### config.mk
export PLATFORM = sky130hd
export DESIGN_NAME = refcounted_residency_manager
export DESIGN_NICKNAME = d
export VERILOG_FILES = /design/src/hdl/rrm_pkg.sv /design/src/hdl/rrm_entry_mem.sv /design/src/hdl/rrm_entry_update.sv /design/src/hdl/refcounted_residency_manager.sv
export SDC_FILE = /design/constraint.sdc
export NUM_CORES = 1
export LEC_CHECK = 0
export BUFFER_PORTS_ARGS = -buffer_cell sky130_fd_sc_hd__buf_2
export CAP_MARGIN = 20
export CORE_MARGIN = 8
export CORE_UTILIZATION = 45
export DETAILED_ROUTE_END_ITERATION = 16
export PLACE_DENSITY = 0.59
export SLEW_MARGIN = 20
export SYNTH_ARGS = -nofsm -noshare
export SYNTH_HDL_FRONTEND = slang
export SYNTH_HIERARCHICAL = 1
export SYNTH_SLANG_ARGS = --single-unit
### constraint.sdc
create_clock -name clk -period 5.6 [get_ports clk]
set_clock_uncertainty 0.05 [all_clocks]
set_input_delay 0.28 -clock clk [delete_from_list [all_inputs] [get_ports clk]]
set_output_delay 0.28 -clock clk [all_outputs]
set_load 0.01 [all_outputs]
### src/hdl/rrm_pkg.sv
// Shared types and codes for the residency manager.
// Holds request, state, phase and loader command codes; no dependencies.
`timescale 1ns / 1ps

package rrm_pkg;

    // Request codes
    localparam logic [1:0] REQ_TICK    = 2'd0;
    localparam logic [1:0] REQ_GET     = 2'd1;
    localparam logic [1:0] REQ_RELEASE = 2'd2;

    // Residency states
    localparam logic [1:0] ST_UNLOADED  = 2'd0;
    localparam logic [1:0] ST_LOADING   = 2'd1;
    localparam logic [1:0] ST_LOADED    = 2'd2;
    localparam logic [1:0] ST_UNLOADING = 2'd3;

    // Load phases
    localparam logic [2:0] PH_IDLE        = 3'd0;
    localparam logic [2:0] PH_READ        = 3'd1;
    localparam logic [2:0] PH_WAIT_READ   = 3'd2;
    localparam logic [2:0] PH_DECODE      = 3'd3;
    localparam logic [2:0] PH_WAIT_DECODE = 3'd4;
    localparam logic [2:0] PH_END         = 3'd5;

    // Loader commands
    localparam logic [2:0] CMD_NONE     = 3'd0;
    localparam logic [2:0] CMD_SET_FILE = 3'd1;
    localparam logic [2:0] CMD_READ     = 3'd2;
    localparam logic [2:0] CMD_DECODE   = 3'd3;
    localparam logic [2:0] CMD_COPY     = 3'd4;
    localparam logic [2:0] CMD_FREE     = 3'd5;

    localparam int ID_WIDTH = 6;

    // Side results of one entry update
    typedef struct packed {
        logic [2:0] cmd;
        logic       advance;
    } upd_flags_t;

endpackage

### src/hdl/rrm_entry_mem.sv
// Entry table storage: one write port, one registered read port.
// Runs a zeroing pass over all entries after reset. Uses rrm_pkg.
`timescale 1ns / 1ps

module rrm_entry_mem
    import rrm_pkg::*;
#(
    parameter int DEPTH = 64,
    parameter int AW    = 6,
    parameter int DW    = 13
)
(
    input  logic          clk,
    input  logic          rst_n,
    input  logic          rd_en,
    input  logic [AW-1:0] rd_addr,
    output logic [DW-1:0] rd_data,
    input  logic          wr_en,
    input  logic [AW-1:0] wr_addr,
    input  logic [DW-1:0] wr_data,
    output logic          clearing
);

    logic [DW-1:0] mem [DEPTH];
    logic [DW-1:0] rd_data_reg;
    logic          clr_busy_reg;
    logic [AW-1:0] clr_idx_reg;

    always_ff @(posedge clk or negedge rst_n)
    begin
        if (!rst_n)
        begin
            clr_busy_reg <= 1'b1;
            clr_idx_reg  <= '0;
        end
        else if (clr_busy_reg)
        begin
            if (clr_idx_reg == AW'(DEPTH - 1))
                clr_busy_reg <= 1'b0;
            else
                clr_idx_reg <= clr_idx_reg + 1'b1;
        end
    end

    always_ff @(posedge clk)
    begin
        if (clr_busy_reg)
            mem[clr_idx_reg] <= '0;
        else if (wr_en)
            mem[wr_addr] <= wr_data;
        if (rd_en)
            rd_data_reg <= mem[rd_addr];
    end

    assign rd_data  = rd_data_reg;
    assign clearing = clr_busy_reg;

endmodule

### src/hdl/rrm_entry_update.sv
// Next-state logic for one entry: get/release counting and tick sequencing.
// Purely combinational. Uses rrm_pkg.
`timescale 1ns / 1ps

module rrm_entry_update
    import rrm_pkg::*;
#(
    parameter int CW = 8
)
(
    input  logic [1:0]    req_type,
    input  logic          loader_done,
    input  logic [1:0]    res_cur,
    input  logic [2:0]    phase_cur,
    input  logic [CW-1:0] count_cur,
    output logic [1:0]    res_new,
    output logic [2:0]    phase_new,
    output logic [CW-1:0] count_new,
    output upd_flags_t    flags
);

    localparam logic [CW-1:0] CNT_MAX = {1'b0, {(CW-1){1'b1}}};
    localparam logic [CW-1:0] CNT_MIN = {1'b1, {(CW-1){1'b0}}};

    logic positive;

    assign positive = !count_cur[CW-1] && (count_cur != '0);

    always_comb
    begin
        res_new       = res_cur;
        phase_new     = phase_cur;
        count_new     = count_cur;
        flags.cmd     = CMD_NONE;
        flags.advance = 1'b0;
        unique case (req_type)
            REQ_GET:
            begin
                if (count_cur != CNT_MAX)
                    count_new = count_cur + 1'b1;
            end
            REQ_RELEASE:
            begin
                if (count_cur != CNT_MIN)
                    count_new = count_cur - 1'b1;
            end
            REQ_TICK:
            begin
                unique case (res_cur)
                    ST_UNLOADED:
                    begin
                        if (positive)
                        begin
                            res_new   = ST_LOADING;
                            phase_new = PH_IDLE;
                        end
                        else
                            flags.advance = 1'b1;
                    end
                    ST_LOADING:
                    begin
                        unique case (phase_cur)
                            PH_IDLE:
                            begin
                                flags.cmd = CMD_SET_FILE;
                                phase_new = PH_READ;
                            end
                            PH_READ:
                            begin
                                flags.cmd = CMD_READ;
                                phase_new = PH_WAIT_READ;
                            end
                            PH_WAIT_READ:
                            begin
                                if (loader_done)
                                    phase_new = PH_DECODE;
                            end
                            PH_DECODE:
                            begin
                                flags.cmd = CMD_DECODE;
                                phase_new = PH_WAIT_DECODE;
                            end
                            PH_WAIT_DECODE:
                            begin
                                if (loader_done)
                                    phase_new = PH_END;
                            end
                            PH_END:
                            begin
                                if (positive)
                                begin
                                    flags.cmd = CMD_COPY;
                                    res_new   = ST_LOADED;
                                end
                                else
                                    res_new = ST_UNLOADED;
                                phase_new = PH_IDLE;
                            end
                            default:
                                phase_new = PH_IDLE;
                        endcase
                    end
                    ST_LOADED:
                    begin
                        if (!positive)
                            res_new = ST_UNLOADING;
                        else
                            flags.advance = 1'b1;
                    end
                    ST_UNLOADING:
                    begin
                        if (positive)
                            res_new = ST_LOADED;
                        else
                        begin
                            flags.cmd = CMD_FREE;
                            res_new   = ST_UNLOADED;
                        end
                    end
                    default: ;
                endcase
            end
            default: ;
        endcase
    end

endmodule

### src/hdl/refcounted_residency_manager.sv
// Top level of the reference-counted residency manager.
// Instantiates rrm_entry_mem and rrm_entry_update; uses rrm_pkg.
`timescale 1ns / 1ps
//
// Usage:
//   Input channel (in_valid/in_ready) carries one request item: a tick that
//   processes the entry under the scan pointer, or a get/release on res_id.
//   Output channel (out_valid/out_ready) returns exactly one result item per
//   request: loader command, entry addressed, its state after the step and
//   the scan pointer after the step.
//   The accepting edge registers the entry table read; the update then runs
//   on the read word, and the edge on which the update stage advances loads
//   the result register, which raises out_valid. Throughput: one item per
//   cycle, back to back, also on the same entry (the update is forwarded
//   around the memory), while the result register drains and no clear runs.
//   Reset: after rst_n releases, the table is zeroed one entry per cycle;
//   in_ready stays low while this pass runs.
//   Stall: when out_ready is low the result register holds; one more item
//   can sit in the update stage, after which in_ready drops until the
//   receiver takes the waiting result.

module refcounted_residency_manager
    import rrm_pkg::*;
#(
    parameter int NUM_ENTRIES = 64,
    parameter int COUNT_WIDTH = 8
)
(
    input  logic                clk,
    input  logic                rst_n,
    input  logic                in_valid,
    output logic                in_ready,
    input  logic [1:0]          req_type,
    input  logic [ID_WIDTH-1:0] res_id,
    input  logic                loader_done,
    output logic                out_valid,
    input  logic                out_ready,
    output logic [2:0]          loader_cmd,
    output logic [ID_WIDTH-1:0] cmd_entry,
    output logic [1:0]          entry_state,
    output logic                entry_loaded,
    output logic [ID_WIDTH-1:0] scan_position
);

    localparam int AW  = (NUM_ENTRIES > 1) ? $clog2(NUM_ENTRIES) : 1;
    localparam int IDW = (AW > ID_WIDTH) ? AW : ID_WIDTH;
    localparam int DW  = 2 + 3 + COUNT_WIDTH;

    // Handshake and table control
    logic          accept;
    logic          adv;
    logic          clearing;
    logic [AW-1:0] rd_addr;
    logic          rd_entry_ok;
    logic [DW-1:0] rd_data;
    logic [DW-1:0] wr_data;
    logic          wr_en;

    // Update stage
    logic                s1_valid_reg;
    logic [1:0]          s1_req_reg;
    logic [ID_WIDTH-1:0] s1_id_reg;
    logic                s1_done_reg;
    logic [AW-1:0]       s1_addr_reg;
    logic                s1_ok_reg;
    logic                fwd_hit_reg;
    logic [DW-1:0]       fwd_data_reg;

    logic [AW-1:0] scan_ptr_reg;
    logic [AW-1:0] scan_ptr_next;

    logic [DW-1:0]          cur_word;
    logic [1:0]             res_new;
    logic [2:0]             phase_new;
    logic [COUNT_WIDTH-1:0] count_new;
    upd_flags_t             flags;
    logic [1:0]             state_after;

    logic [IDW-1:0] id_wide;
    logic [IDW-1:0] ptr_wide;
    logic [IDW-1:0] ptr_next_wide;

    // Output register
    logic                out_valid_reg;
    logic [2:0]          loader_cmd_reg;
    logic [ID_WIDTH-1:0] cmd_entry_reg;
    logic [1:0]          entry_state_reg;
    logic [ID_WIDTH-1:0] scan_position_reg;

    // Advance the update stage whenever the result register is free or drains
    assign adv      = s1_valid_reg && (!out_valid_reg || out_ready);
    assign in_ready = !clearing && (!s1_valid_reg || adv);
    assign accept   = in_valid && in_ready;

    // Pointer the next tick sees: after the step now in the update stage
    always_comb
    begin
        scan_ptr_next = scan_ptr_reg;
        if (adv && s1_ok_reg && flags.advance)
        begin
            if (scan_ptr_reg == AW'(NUM_ENTRIES - 1))
                scan_ptr_next = '0;
            else
                scan_ptr_next = scan_ptr_reg + 1'b1;
        end
    end

    assign id_wide = IDW'(res_id);

    // Table address of the incoming item; get/release beyond the table are dropped
    always_comb
    begin
        if (req_type == REQ_TICK)
        begin
            rd_addr     = scan_ptr_next;
            rd_entry_ok = 1'b1;
        end
        else
        begin
            rd_addr     = id_wide[AW-1:0];
            rd_entry_ok = (32'(res_id) < NUM_ENTRIES);
        end
    end

    assign wr_en   = adv && s1_ok_reg;
    assign wr_data = {res_new, phase_new, count_new};

    rrm_entry_mem #(
        .DEPTH (NUM_ENTRIES),
        .AW    (AW),
        .DW    (DW)
    ) u_mem (
        .clk      (clk),
        .rst_n    (rst_n),
        .rd_en    (accept),
        .rd_addr  (rd_addr),
        .rd_data  (rd_data),
        .wr_en    (wr_en),
        .wr_addr  (s1_addr_reg),
        .wr_data  (wr_data),
        .clearing (clearing)
    );

    // Update stage registers; capture a same-edge write to the same entry
    always_ff @(posedge clk or negedge rst_n)
    begin
        if (!rst_n)
            s1_valid_reg <= 1'b0;
        else if (accept)
            s1_valid_reg <= 1'b1;
        else if (adv)
            s1_valid_reg <= 1'b0;
    end

    always_ff @(posedge clk)
    begin
        if (accept)
        begin
            s1_req_reg   <= req_type;
            s1_id_reg    <= res_id;
            s1_done_reg  <= loader_done;
            s1_addr_reg  <= rd_addr;
            s1_ok_reg    <= rd_entry_ok;
            fwd_hit_reg  <= wr_en && (s1_addr_reg == rd_addr);
            fwd_data_reg <= wr_data;
        end
    end

    always_ff @(posedge clk or negedge rst_n)
    begin
        if (!rst_n)
            scan_ptr_reg <= '0;
        else
            scan_ptr_reg <= scan_ptr_next;
    end

    assign cur_word = fwd_hit_reg ? fwd_data_reg : rd_data;

    rrm_entry_update #(
        .CW (COUNT_WIDTH)
    ) u_update (
        .req_type    (s1_req_reg),
        .loader_done (s1_done_reg),
        .res_cur     (cur_word[DW-1 -: 2]),
        .phase_cur   (cur_word[COUNT_WIDTH +: 3]),
        .count_cur   (cur_word[COUNT_WIDTH-1:0]),
        .res_new     (res_new),
        .phase_new   (phase_new),
        .count_new   (count_new),
        .flags       (flags)
    );

    assign state_after   = s1_ok_reg ? res_new : ST_UNLOADED;
    assign ptr_wide      = IDW'(scan_ptr_reg);
    assign ptr_next_wide = IDW'(scan_ptr_next);

    // Result register: load on advance, drop once taken
    always_ff @(posedge clk or negedge rst_n)
    begin
        if (!rst_n)
            out_valid_reg <= 1'b0;
        else if (adv)
            out_valid_reg <= 1'b1;
        else if (out_ready)
            out_valid_reg <= 1'b0;
    end

    always_ff @(posedge clk)
    begin
        if (adv)
        begin
            loader_cmd_reg    <= s1_ok_reg ? flags.cmd : CMD_NONE;
            cmd_entry_reg     <= (s1_req_reg == REQ_TICK) ? ptr_wide[ID_WIDTH-1:0]
                                                          : s1_id_reg;
            entry_state_reg   <= state_after;
            scan_position_reg <= ptr_next_wide[ID_WIDTH-1:0];
        end
    end

    assign out_valid     = out_valid_reg;
    assign loader_cmd    = loader_cmd_reg;
    assign cmd_entry     = cmd_entry_reg;
    assign entry_state   = entry_state_reg;
    assign entry_loaded  = (entry_state_reg == ST_LOADED);
    assign scan_position = scan_position_reg;

    // No item enters while the table is being zeroed
    a_no_accept_clearing: assert property (@(posedge clk) disable iff (!rst_n)
        clearing |-> !in_ready)
        else $error("input accepted during table clear");

    // A copy always leaves the entry loaded
    a_copy_loaded: assert property (@(posedge clk) disable iff (!rst_n)
        (out_valid && loader_cmd == CMD_COPY) |-> (entry_state == ST_LOADED))
        else $error("copy command without loaded state");

    // A free always leaves the entry unloaded
    a_free_unloaded: assert property (@(posedge clk) disable iff (!rst_n)
        (out_valid && loader_cmd == CMD_FREE) |-> (entry_state == ST_UNLOADED))
        else $error("free command without unloaded state");

    // The scan pointer holds unless a step advances it
    a_ptr_hold: assert property (@(posedge clk) disable iff (!rst_n)
        !(adv && s1_ok_reg && flags.advance) |=> $stable(scan_ptr_reg))
        else $error("scan pointer moved without an advance");

endmodule

-- Word-level counts from Yosys, hierarchy flattened
Memory sizes are Yosys's and may differ from the RTL's. A register that Yosys moved wholly into a read port is not among the register bits.
Cells that the tools add are included.
- $add $sub $neg: 4
- equality and inequality tests: 16
- multiplexer cells: 42
- bitwise operators: 1
- reduce and logical (&&, ||, !) cells: 21
- operator list (kind ; number):
    6-bit two-way mux ; 5
    13-bit two-way mux ; 2
    3-bit two-way mux ; 6
    8-bit two-way mux ; 2
    8-bit one-hot mux with 2 select lines ; 1
    1-bit two-way mux ; 15
    3-bit one-hot mux with 5 select lines ; 1
    13-bit OR reduction ; 1
    6-bit by 1-bit adder with 6-bit output (second input constant) ; 2
    6-bit == test (second input constant) ; 2
    3-bit one-hot mux with 2 select lines ; 2
    3-bit one-hot mux with 4 select lines ; 1
    2-bit two-way mux ; 5
    8-bit by 1-bit adder with 8-bit output (second input constant) ; 1
    2-bit == test (second input constant) ; 4
    8-bit by 7-bit inequality test with 1-bit output (second input constant) ; 1
    8-bit inequality test (second input constant) ; 1
    2-bit one-hot mux with 4 select lines ; 1
    8-bit nonzero test ; 1
    8-bit by 1-bit subtractor with 8-bit output (second input constant) ; 1
    3-bit by 2-bit == test with 1-bit output (second input constant) ; 2
    3-bit == test (second input constant) ; 2
    6-bit == test ; 1
    1-bit logical AND ; 6
    other kinds (10) ; 18
- register bits: 61
- memory bits (writable): 832
- bits of input ports: 13
- word-level logic and storage cells: 100
- memories kept: 1
- memory list (memory ; words ; bits a word ; rd ports ; clocked after memory_dff ; write ports ; line ; RTL):
    u_mem.mem ; 64 ; 13 ; 1 ; 1 ; 1 ; rrm_entry_mem.sv:24 ; logic [DW-1:0] mem [DEPTH];

-- Longest topological paths before layout
- depth in word-level cells: 11
- gate-level depth with buffers: 21
- mapped depth without buffers: 16

-- Hierarchy
Netlist, hierarchy kept.
- modules (own cells, without submodules) (module ; instances ; cells an instance ; area an instance (um^2)):
    rrm_entry_mem ; 1 ; 1494 ; 33065.5
    refcounted_residency_manager ; 1 ; 154 ; 2357.3
    rrm_entry_update ; 1 ; 118 ; 783.3

-- Least setup slack after synthesis
Ideal clock, no wire load.
- path type: register to register
- from: register fwd_hit_reg
- to: register u_mem.rd_data_reg[4] (netlist: u_mem/rd_data[4]) (read register of u_mem.mem) (data pin)
- library setup time: 263 ps
- arrival: 4524 ps
- setup slack: 763 ps
- stages on the path, launching flop included: 20
- buffers on the path: 5
- period minus slack after synthesis: 4837 ps
- path through: edfxtp_1 -> buf_1 -> mux2_2 -> buf_6 -> nor4_2 -> a31oi_1 -> xnor2_1 -> nor3b_1 -> nand2_2 -> nor2_2 -> mux2i_4 -> o21ai_1 -> buf_4 -> buf_4 -> buf_2 -> mux4_2 -> mux2i_1 -> a21oi_1 -> o21ai_0 -> o41ai_1
- RTL lines (what ; line ; RTL):
    start: declaration ; refcounted_residency_manager.sv:66 ; logic fwd_hit_reg;
    start signal: assignment ; refcounted_residency_manager.sv:164 ; fwd_hit_reg <= wr_en && (s1_addr_reg == rd_addr);
    end: declaration ; rrm_entry_mem.sv:25 ; logic [DW-1:0] rd_data_reg;

==> summary.txt <==
Status
  • Status: finished clean

Finish
  • Area growth, synth to finish: 14.44%
  • Max reg flops: 832
  • Non-Filler Instances: 3,079
  • Nets@finish: 1,965
  • Share of layout cells above drive strength 1: 28.53%
  • Final Core Density: 51.69%
  • Inserted Diodes: 0

Logic synthesis
  • Most numerous cell in the Yosys netlist: edfxtp_1
  • Warnings from Yosys: 6
  • Mapped Area: 36,210 um^2
  • Largest family of logic cells by synthesized area: multiplexers
  • Post-synth top cells: edfxtp_1 (891), mux4_2 (209), nor2_1 (110)
  • Dominant cell type by area after synthesis: edfxtp_1
  • Synthesized net count: 1,787
  • Synth cell types: 78
  • Post-synth top area share: 73.90%
  • Synth Area in Simple Gates: 3.435%
  • Xor/xnor share of the synthesized area: 0.3836%
  • Post-synth EDFFs: 891
  • Synth Flop Type: edfxtp_1
  • Post-synthesis compound-gate area fraction: 3.383%
  • Seq/Total Area, Yosys: 74.94%
  • Syn Inst Count: 1,766
  • Mux cell area share after synthesis: 15.72%
  • Yosys reg bits: 906
  • Top post-synthesis cells by area: edfxtp_1 (74%), mux4_2 (13%), nor2_1 (1.1%), mux2i_1 (1.1%), dfrtp_1 (0.97%)
  • Synth Area in Adders: 0.3041%
  • Syn avg cell area: 20.50 um^2
  • FFs w/ async S/R, synth: 1.656%

Clock network
  • Clk Latency, worst-skew pair: 0.66 ns
  • Clk slew on worst S/H paths: 0.06 ns
  • Clock Sinks: 906
  • Cts bufs inserted: 95
  • CTS tree: yes
  • Clock Tree Buf Depth: 3
  • H-tree levels: 3
  • Clock Tree Root: clkbuf_16

Timing
  • Final Max Tran Viols: 0
  • Fin worst setup slack: 0.2471 ns
  • Min cycle time layout: 5.353 ns
  • Final Hold Fails: 0
  • Worst-Margin Slew: 1.070 ns
  • Setup Viol. Count Final: 0
  • RSZ-0062 raised after global routing: false
  • FMAX: 186.8 MHz
  • Tcrit/Tclk final: 95.59%
  • Slew headroom: 28.17%
  • WHS: 0.03416 ns

Placed design
  • Number of port buffers: 32
  • Post-DP HPWL: 57,640 um
  • Placed Cells: 2,896
  • Routability Congestion: 0.9245
  • Pre-CTS WS: -0.1197 ns

Global routing
  • Largest net degree at the start of global routing: 65
  • GRT Overall Usage: 19.89%
  • Grt total ovfl: 0
  • First-pass GRT wire length: 131,000 um
  • Initial antenna violation count: 4
  • Vias in the first global route: 18.54k

Worst setup path
  • CP Class: reg -> reg
  • Critical Path End Type: flip-flop
  • Worst EP arrival: 5.66 ns
  • Req. time, crit path: 5.91 ns
  • Crit Path Max Fanout: 46
  • CP startpoint kind: flip-flop

Floorplanning
  • Core Rows: 104
  • I/O pin total: 33
  • Initial Util: 45.17%
  • CORE AREA: 80,160 um^2
  • Die X: 299.7 um
  • Die Y: 299.7 um
  • Die area: 89,790 um^2

Route
  • DRC violations left: 0
  • Routed length per instance: 29.08 um
  • Routed WL: 89,530 um
  • Vias/cell: 5.981
  • DRT Pass-1 Iters: 6
  • Vias: 18.42k
  • Routed Antenna Nets: 0
  • Initial DRC count: 2,404

Power
  • Psw: 3.794 mW
  • Net Sw Frac: 24.11%
  • Peak supply drop: 0.2750 mV
  • Sequential share of power: 49.5%
  • Clock share of power: 38.4%
  • Final Power: 15.74 mW
  • Pint: 11.95 mW
  • Combinational power share: 12.1%
  • Pleak: 13.40 nW
  • PwrDens: 379.9 nW/um^2

Worst hold path
  • Hold Path Class: in -> async

Run
  • Number of max-cap violations: 0
==> routing by layer <==
layer  wire [um]  vias to the layer above  part of all wire, %  global-route usage [%]
met3        7488                      153                  8.4                   4.573
met2       41660                      773                   47                   30.78
met5          41                        -                0.046                       0
li1            -                     7679                    -                       -
met1       37820                     9805                   42                   28.41
met4        2520                        6                  2.8                   5.570
==> path summary, 6_finish.rpt <==
check,from,slack (ns),depth (start not counted),endpoint
min reg2reg,s1_id_reg[4],0.50,1,cmd_entry[4]
max in group asynchronous,rst_n,5.14,2,u_mem/clearing
max,fwd_hit_reg,0.25,15,u_mem/rd_data[4]
max reg2reg,fwd_hit_reg,0.25,15,u_mem/rd_data[4]
min in group clk,in_valid,0.24,2,s1_id_reg[1]
min,rst_n,0.03,2,ptr_wide[0]
==> metrics by stage <==
stage	setup TNS, ns	area, um^2
floorplan	0	36210
global placement	-0.09402	38260
detailed placement	-0.1581	38270
CTS	0	41390
global route	0	41430
finish	0	41430
==> power groups by stage <==
stage          sequential (mW)  combinational, mW  clock [mW]
2_1_floorplan             7.90               1.18           0
3_3_place_gp              7.93               1.87           0
3_5_place_dp              7.93               1.90           0
4_1_cts                   7.79               1.91        6.16
5_1_grt                   7.79               2.02        6.41
6_report                  7.79               1.91        6.04
==> kinds of logic (layout without fill, tap and decap cells) <==
group                    Yosys count  count (layout)
buffers and inverters            106             359
multiplexers                     288             288
AO/OA/AOI/OAI                    185             185
XOR/XNOR                          15              15
flip-flops                       906             906
adder cells (fa/ha/maj)            9               9
AND/OR/NAND/NOR                  257             257
==> critical path, cell delays in order, from the launching register on <==
cell,delay [ns]
edfxtp_1,0.49
mux2_2,0.47
nor4_4,0.37
a31oi_1,0.18
xnor2_1,0.22
nor3b_2,0.31
nand2_2,0.16
nor2_2,0.28
mux2i_4,0.13
o21ai_4,0.27
buf_12,0.31
buf_12,0.31
mux4_2,0.29
mux4_2,0.28
nor2_1,0.09
o41ai_1,0.72
==> cell type report <==
cell class	instances	area, um^2
Clock buffer	126	2608
Clock inverter	46	395.4
Fill cell	6358	38720
Inverter	16	60.06
Multi-Input combinational cell	754	8544
Sequential cell	906	27130
Tap cell	1060	1326
Timing Repair Buffer	171	1368
==> placed cells by master, fill, tap and decap left out, drive strengths merged, types with 18 or more instances in the layout <==
| cell | netlist | layout |
|---|---|---|
| a21oi | 32 | 32 |
| and2 | 18 | 18 |
| buf | 66 | 160 |
| clkbuf | 21 | 126 |
| clkinv | 0 | 35 |
| edfxtp | 891 | 891 |
| inv | 16 | 19 |
| mux2 | 29 | 29 |
| mux2i | 41 | 41 |
| mux4 | 218 | 218 |
| nand2 | 48 | 48 |
| nor2 | 112 | 112 |
| o21ai | 55 | 55 |
| o22ai | 18 | 18 |
==> timing repair <==
action | 4_1_cts | 5_1_grt
cloned | 0 | 0
hold buffers | 11 | 0
hold endpoints to repair | 26 | 0
endpoints found under the setup margin | 2 | 13
buffers inserted | 0 | 0
resized for setup | 3 | 8
pin swaps | 0 | 1
(Power assumes the default switching activity.)
